<file path="src/rtl/slid_pkg.sv">
// Shared types and constants for the sorted list insert and delete core.
package slid_pkg;

	localparam int CAPACITY = 16;
	localparam int COUNT_W = $clog2(CAPACITY + 1);
	localparam int VALUE_W = 32;
	localparam int POS_W = 4;
	localparam int ENTRY_COUNT_W = 5;

	localparam logic [1:0] OP_INSERT = 2'd0;
	localparam logic [1:0] OP_DELETE = 2'd1;
	localparam logic [1:0] OP_READ = 2'd2;

	localparam logic [1:0] ST_OK = 2'd0;
	localparam logic [1:0] ST_NOT_FOUND = 2'd1;
	localparam logic [1:0] ST_FULL = 2'd2;
	localparam logic [1:0] ST_RANGE = 2'd3;

	typedef struct packed {
		logic [1:0] opcode;
		logic signed [VALUE_W-1:0] value;
		logic [POS_W-1:0] position;
	} in_item_t;

	typedef struct packed {
		logic [1:0] status;
		logic signed [VALUE_W-1:0] data_value;
		logic [ENTRY_COUNT_W-1:0] entry_count;
	} out_item_t;

	typedef struct packed {
		logic ins_en;
		logic del_en;
	} cell_cmd_t;

endpackage

</file>
<file path="src/rtl/sorted_list_insert_delete_core.sv">
// Top level of the sorted list core: cell chain, entry count and output register.
//
//   channel  direction  handshake             payload
//   in       input      in_valid / in_ready   in_data  (opcode, value, position)
//   out      output     out_valid / out_ready out_data (status, data_value, entry_count)
//
// All cells compare against the value in parallel and shift at the same edge,
// so a new beat is taken every cycle while results drain.
// The result sits in an output register; a new beat is taken when it is empty or
// being taken in the same cycle. Reset clears the entry count and the output valid
// flag; cell contents are not cleared and are never read before they are written.
module sorted_list_insert_delete_core (
	input logic clk,
	input logic arst_n,
	input logic in_valid,
	output logic in_ready,
	input slid_pkg::in_item_t in_data,
	output logic out_valid,
	input logic out_ready,
	output slid_pkg::out_item_t out_data
);

	localparam int CAP = slid_pkg::CAPACITY;
	localparam int CW = slid_pkg::COUNT_W;
	localparam int VW = slid_pkg::VALUE_W;

	logic [CW-1:0] cnt_q;
	logic [CW-1:0] cnt_next;
	logic out_valid_q;
	slid_pkg::out_item_t out_q;
	slid_pkg::out_item_t result;
	slid_pkg::cell_cmd_t cmd;

	logic accept;
	logic full;
	logic found;
	logic signed [VW-1:0] entry [CAP];
	logic [CAP-1:0] occ;
	logic [CAP-1:0] gt;
	logic [CAP-1:0] eq;
	logic signed [VW-1:0] read_data;
	logic read_hit;
	logic [31:0] cnt_wide;

	assign in_ready = !out_valid_q || out_ready;
	assign accept = in_valid && in_ready;
	assign full = (32'(cnt_q) >= CAP);
	assign found = |eq;

	assign cmd.ins_en = accept && (in_data.opcode == slid_pkg::OP_INSERT) && !full;
	assign cmd.del_en = accept && (in_data.opcode == slid_pkg::OP_DELETE) && found;

	for (genvar i = 0; i < CAP; i++) begin : g_cell
		logic pgt;
		logic signed [VW-1:0] pent;
		logic signed [VW-1:0] nent;

		assign occ[i] = (32'(cnt_q) > 32'(i));

		if (i == 0) begin : g_first
			assign pgt = 1'b0;
			assign pent = in_data.value;
		end else begin : g_mid
			assign pgt = gt[i-1];
			assign pent = entry[i-1];
		end

		if (i == CAP - 1) begin : g_last
			assign nent = entry[i];
		end else begin : g_inner
			assign nent = entry[i+1];
		end

		slid_cell u_cell (
			.clk(clk),
			.cmd(cmd),
			.value(in_data.value),
			.occ(occ[i]),
			.prev_gt(pgt),
			.prev_entry(pent),
			.next_entry(nent),
			.entry(entry[i]),
			.gt(gt[i]),
			.eq(eq[i])
		);
	end

	always_comb begin
		read_data = '0;
		read_hit = 1'b0;
		for (int i = 0; i < CAP; i++) begin
			if ({28'd0, in_data.position} == 32'(i) && occ[i]) begin
				read_data = entry[i];
				read_hit = 1'b1;
			end
		end
	end

	always_comb begin
		cnt_next = cnt_q;
		result.status = slid_pkg::ST_OK;
		result.data_value = '0;
		case (in_data.opcode)
			slid_pkg::OP_INSERT: begin
				if (full) begin
					result.status = slid_pkg::ST_FULL;
				end else begin
					cnt_next = cnt_q + 1'b1;
				end
			end
			slid_pkg::OP_DELETE: begin
				if (found) begin
					cnt_next = cnt_q - 1'b1;
				end else begin
					result.status = slid_pkg::ST_NOT_FOUND;
				end
			end
			slid_pkg::OP_READ: begin
				if (read_hit) begin
					result.data_value = read_data;
				end else begin
					result.status = slid_pkg::ST_RANGE;
				end
			end
			default: begin
			end
		endcase
		cnt_wide = 32'(cnt_next);
		result.entry_count = cnt_wide[slid_pkg::ENTRY_COUNT_W-1:0];
	end

	always_ff @(posedge clk or negedge arst_n) begin
		if (!arst_n) begin
			cnt_q <= '0;
			out_valid_q <= 1'b0;
		end else begin
			if (accept) begin
				cnt_q <= cnt_next;
				out_valid_q <= 1'b1;
			end else if (out_ready) begin
				out_valid_q <= 1'b0;
			end
		end
	end

	always_ff @(posedge clk) begin
		if (accept) begin
			out_q <= result;
		end
	end

	assign out_valid = out_valid_q;
	assign out_data = out_q;

`ifndef NO_ASSERTIONS
	a_count_bound: assert property (@(posedge clk) disable iff (!arst_n)
		32'(cnt_q) <= CAP)
		else $error("entry count exceeds capacity");

	a_ready_when_empty: assert property (@(posedge clk) disable iff (!arst_n)
		!out_valid_q |-> in_ready)
		else $error("input stalled while output register is empty");

	a_full_insert_keeps: assert property (@(posedge clk) disable iff (!arst_n)
		accept && (in_data.opcode == slid_pkg::OP_INSERT) && full |=> cnt_q == $past(cnt_q))
		else $error("insert into full table changed the count");

	a_delete_shrinks: assert property (@(posedge clk) disable iff (!arst_n)
		cmd.del_en |=> cnt_q == $past(cnt_q) - 1'b1)
		else $error("successful delete did not shrink the count");
`endif

endmodule

</file>
<file path="src/rtl/slid_cell.sv">
// One storage cell of the sorted chain: holds an entry and shifts with its neighbors.
module slid_cell (
	input logic clk,
	input slid_pkg::cell_cmd_t cmd,
	input logic signed [slid_pkg::VALUE_W-1:0] value,
	input logic occ,
	input logic prev_gt,
	input logic signed [slid_pkg::VALUE_W-1:0] prev_entry,
	input logic signed [slid_pkg::VALUE_W-1:0] next_entry,
	output logic signed [slid_pkg::VALUE_W-1:0] entry,
	output logic gt,
	output logic eq
);

	logic signed [slid_pkg::VALUE_W-1:0] entry_q;
	logic ge;

	assign entry = entry_q;
	assign gt = occ && (entry_q > value);
	assign ge = occ && (entry_q >= value);
	assign eq = occ && (entry_q == value);

	// On insert, cells past the slot take their left neighbor and the slot takes the
	// new value. On delete, every occupied cell from the match onward takes its right neighbor.
	always_ff @(posedge clk) begin
		if (cmd.ins_en) begin
			if (prev_gt) begin
				entry_q <= prev_entry;
			end else if (gt || !occ) begin
				entry_q <= value;
			end
		end else if (cmd.del_en && ge) begin
			entry_q <= next_entry;
		end
	end

endmodule

</file>
<file path="config.mk">
export PLATFORM = sky130hd
export DESIGN_NAME = sorted_list_insert_delete_core
export DESIGN_NICKNAME = d
export VERILOG_FILES = /design/src/rtl/slid_pkg.sv /design/src/rtl/sorted_list_insert_delete_core.sv /design/src/rtl/slid_cell.sv
export SDC_FILE = /design/constraint.sdc
export NUM_CORES = 2
export LEC_CHECK = 0
export ABC_CLOCK_PERIOD_IN_PS = 5100
export BUFFER_PORTS_ARGS = -buffer_cell sky130_fd_sc_hd__buf_2
export CORE_ASPECT_RATIO = 0.6
export CORE_MARGIN = 4
export CORE_UTILIZATION = 35
export DETAILED_ROUTE_END_ITERATION = 7
export SLEW_MARGIN = 20
export SYNTH_ARGS = -nofsm -noshare
export SYNTH_HDL_FRONTEND = slang
export SYNTH_SLANG_ARGS = --single-unit
</file>
<file path="constraint.sdc">
create_clock -name clk -period 5.1 [get_ports clk]
set_clock_uncertainty 0.05 [all_clocks]
set_input_delay 1.02 -clock clk [delete_from_list [all_inputs] [get_ports clk]]
set_output_delay 1.02 -clock clk [all_outputs]
set_load 0.02 [all_outputs]
</file>
==> summary.log <==
qor: floorplanning.floorplan.die.height 282 µm
qor: worst_setup_path.r2r-start cnt_q[1]
qor: sta.timing.final.setup_violations 0
qor: logic_synthesis.synthDominantAreaCellType edfxtp_1
qor: worst_setup_path.end_kind flip-flop
qor: detailed_routing.wirelength 205 mm
qor: logic_synthesis.yosys_register_bits 557
qor: global_routing.groute.usage.overall 0.300
qor: final_layout.nFillCells 12200
qor: sta.final-max-slew-violation-count 0
qor: clock_network.clock_tree.buffer_depth 3
qor: pwr.power.ir.vdd_worst 0.000254 V
qor: logic_synthesis.ys.warnings.count 0
qor: worst_setup_path.crit_path_start in_data[24]
qor: worst_setup_path.worst_r2r_path_depth 9
qor: sta.worstMarginPinSlew 1240 ps
qor: clock_network.tritoncts_num_sinks 557
qor: global_routing.globalRoute.totalOverflow 0
qor: sta.final.period_utilization 0.970
qor: clock_network.cts_htree_levels 2
qor: logic_synthesis.synth.cell_area 43900 µm²
qor: clock_network.clock_latency 720 ps
qor: logic_synthesis.synth_top_cell_area_share 0.377
qor: placement.post-place-ws -517 ps
qor: clock_network.post_cts_hold_buffer_count 0
qor: clock_network.clkTransAtPathRegs 70 ps
qor: detailed_routing.drt-vias-per-instance 6.55
qor: floorplanning.placement_rows 100
qor: global_routing.grt_pass1_vias 39000
qor: floorplanning.initial_core_util 0.353
qor: placement.port_buffers 82
qor: pwr.p_leak 0.0193 µW
qor: detailed_routing.dr_total_vias 42900
qor: final_layout.layout-area-overhead-vs-synth 15.8%
qor: logic_synthesis.yosysUniqueCellTypes 89
qor: clock_network.cts_root_buf clkbuf_16
qor: sta.worst_setup_slack_after_layout 152 ps
qor: job.cap_viol_max_count 0
qor: global_routing.grt_antenna_before_repair 9
qor: worst_setup_path.cp.arrival 5280 ps
qor: sta.rsz0062_at_grt no
qor: placement.finalWeightedCongestion 1.07
qor: worst_setup_path.worstReg2RegEnd out_data[28]
qor: worst_setup_path.cp_data_required_time 5430 ps
qor: detailed_routing.routedWlPerCell 31.3 µm
qor: logic_synthesis.synth_area_leaders edfxtp_1 (38%), ha_1 (15%), mux2i_1 (4.4%)
qor: floorplanning.design.die.area 131000 µm²
qor: sta.max_freq 0.202 GHz
qor: logic_synthesis.synth_enable_flop_cells 551
qor: worst_setup_path.setup.worst_path.start_class primary input
qor: floorplanning.dieWidth 465 µm
qor: clock_network.numCtsBuffers 60
qor: logic_synthesis.syn-num-nets 5196
qor: global_routing.grt_max_degree 182
qor: final_layout.final_nets 5375
qor: sta.final-hold-violation-count 0
qor: detailed_routing.antenna_violating_nets_post_route 0
qor: logic_synthesis.yosysSeqAreaShare 0.380
qor: sta.fin_tns_setup 0 ps
qor: global_routing.grt_pass1_wl 288 mm
qor: detailed_routing.drt_first_iter_violations 7127
qor: final_layout.final_layout_size_suffix_gt1_frac 0.131
qor: placement.hpwl 160 mm
qor: sta.final.min_clock_period 4950 ps
qor: pwr.power-per-cell-area 309 nW/µm²
qor: run_status.run_status complete, no violations
qor: logic_synthesis.synth_flop_cell edfxtp_1
qor: clock_network.cts_tree yes
qor: logic_synthesis.synthCells 4637
qor: detailed_routing.detail_route.first_pass.iterations 8
qor: clock_network.postCtsSetupRepairBufs 0
qor: logic_synthesis.syn_avg_cell_area 9.47 µm²
qor: floorplanning.i_o_pin_total 83
qor: detailed_routing.drcViolationCount 0
qor: min_path.worst_hold_path_type in -> async
qor: worst_setup_path.worstSetupEndpoint g_cell[11].u_cell.entry[1]
qor: worst_setup_path.timing.reg2reg.setup_slack 610 ps
qor: worst_setup_path.criticalPathCategory in -> reg
qor: floorplanning.design.core.area 124000 µm²
qor: sta.slew_headroom 0.169
qor: worst_setup_path.critical_path_peak_fanout 16
qor: logic_synthesis.fraction_of_registers_with_async_set_or_reset_after_synthesis 0.0108
==> layout make-up <==
class | instances | area [µm²] | share of cell area
clock inverter | 37 | 379 | 0.00746
antenna | 4 | 10.0 | 0.000197
timing repair buffer | 436 | 3930 | 0.0773
multi-input combinational | 3666 | 25800 | 0.507
inverter | 95 | 357 | 0.00702
tap | 1683 | 2110 | 0.0414
clock buffer | 76 | 1560 | 0.0307
sequential | 557 | 16700 | 0.328
==> report_power, final <==
part	total [µW]	switching (µW)	internal (µW)
logic	5520	3680	1840
registers	5540	244	5300
clock network	4650	2170	2480
==> state kept, by name, indices dropped and copies added (netlist names) <==
name,flops
g_cell.u_cell.entry,512
out_valid,1
out_data,39
cnt_q,5
==> repair_timing <==
item,4_1_cts,5_1_grt
setup endpoints to repair,0,64
gates resized for setup,0,1
endpoints found under the hold margin,0,0
==> worst max-delay path, stage by stage <==
cell and delay [ps]:
buf_2 280, inv_1 390, buf_4 300, ha_1 320, nand4_1 120, nor2_2 480, o2111ai_1 220, a21oi_1 680
nor4_1 120, buf_4 190, a2111o_2 550, a21oi_1 170, a41o_2 210, buf_12 190
==> cells in the mapped netlist, types with 9 or more instances <==
| cell | number |
|---|---|
| edfxtp_1 | 551 |
| ha_1 | 517 |
| nand2_1 | 493 |
| nor2_1 | 454 |
| o21ai_0 | 335 |
| a21oi_1 | 264 |
| clkbuf_1 | 211 |
| mux2i_1 | 193 |
| nand4_1 | 193 |
| a221o_1 | 185 |
| nand3_1 | 170 |
| inv_1 | 95 |
| nor3_1 | 75 |
| a31oi_1 | 67 |
| a21o_1 | 61 |
| o22ai_1 | 59 |
| buf_2 | 54 |
| o221ai_1 | 49 |
| a22oi_1 | 46 |
| a211oi_1 | 42 |
| nor4_1 | 41 |
| mux2_2 | 32 |
| buf_1 | 29 |
| o31ai_1 | 27 |
| or3_1 | 27 |
| o211ai_1 | 25 |
| a221oi_1 | 24 |
| nand2b_1 | 23 |
| and3_1 | 20 |
| o21a_1 | 18 |
| a22o_1 | 17 |
| nor2b_1 | 17 |
| a222oi_1 | 15 |
| buf_4 | 15 |
| a2111oi_0 | 12 |
| a2111oi_2 | 11 |
| buf_6 | 10 |
| a211o_1 | 9 |
==> worst min path at each step <==
stage | endpoint | from | cells after the start | slack, ps
after floorplan | g_cell[14].u_cell.entry[0] | g_cell[15].u_cell.entry[0] | 2 | 490
after global placement | out_valid | out_valid | 2 | 460
after detailed placement | out_valid | out_valid | 2 | 480
after CTS | cnt_q[4] | arst_n | 1 | 90
after global routing | cnt_q[3] | arst_n | 1 | 110
final | cnt_q[4] | arst_n | 1 | 110
==> metrics by stage <==
step           cells  area, µm²  total power [µW]  hold WS (ps)   util
3_3_place_gp    6437      48900             10800           460  0.393
2_1_floorplan   4637      44000              8730           491      -
5_1_grt         6551      50800             16100           109  0.409
6_report        6554      50800             15700           114  0.409
4_1_cts         6550      50800             15500          89.5  0.409
3_5_place_dp    6437      48900             10900           476  0.393
==> per-layer routing <==
layer | vias to the layer above | track usage | part of all wire
met5 | - | 0.00810 | 0.00091
met4 | 6 | 0.0733 | 0.027
met3 | 325 | 0.136 | 0.17
met2 | 3073 | 0.385 | 0.37
met1 | 21000 | 0.444 | 0.43
li1 | 18600 | - | -
==> logic make-up after synthesis <==
| logic type | Yosys count | share of synthesized area |
|---|---|---|
| DFF | 557 | 0.380 |
| AOI/OAI and AO/OA | 1344 | 0.212 |
| buffers and inverters | 414 | 0.0399 |
| xor gates and xnor gates | 6 | 0.00120 |
| adders and majority gates | 517 | 0.147 |
| muxes | 230 | 0.0535 |
| and+or+nand+nor | 1569 | 0.166 |
==> cells in the final DEF (no fill, tap or decap), types with 32 or more instances in the layout <==
cell       netlist  layout
buf_12           0      69
clkbuf_16        0      60
buf_4           15     285
nor2_1         454     448
inv_1           95      94
nand2_1        493     492
o22ai_1         59      55
o21ai_0        335     330
nand3_1        170     170
nand4_1        193     193
a21o_1          61      61
mux2i_1        193     193
a22oi_1         46      46
buf_2           54      82
edfxtp_1       551     551
ha_1           517     517
a21oi_1        264     262
a31oi_1         67      67
mux2_2          32      32
a211oi_1        42      42
nor4_1          41      39
nor3_1          75      69
o221ai_1        49      49
a221o_1        185     185
No activity file was read; power rests on OpenSTA's default activity.
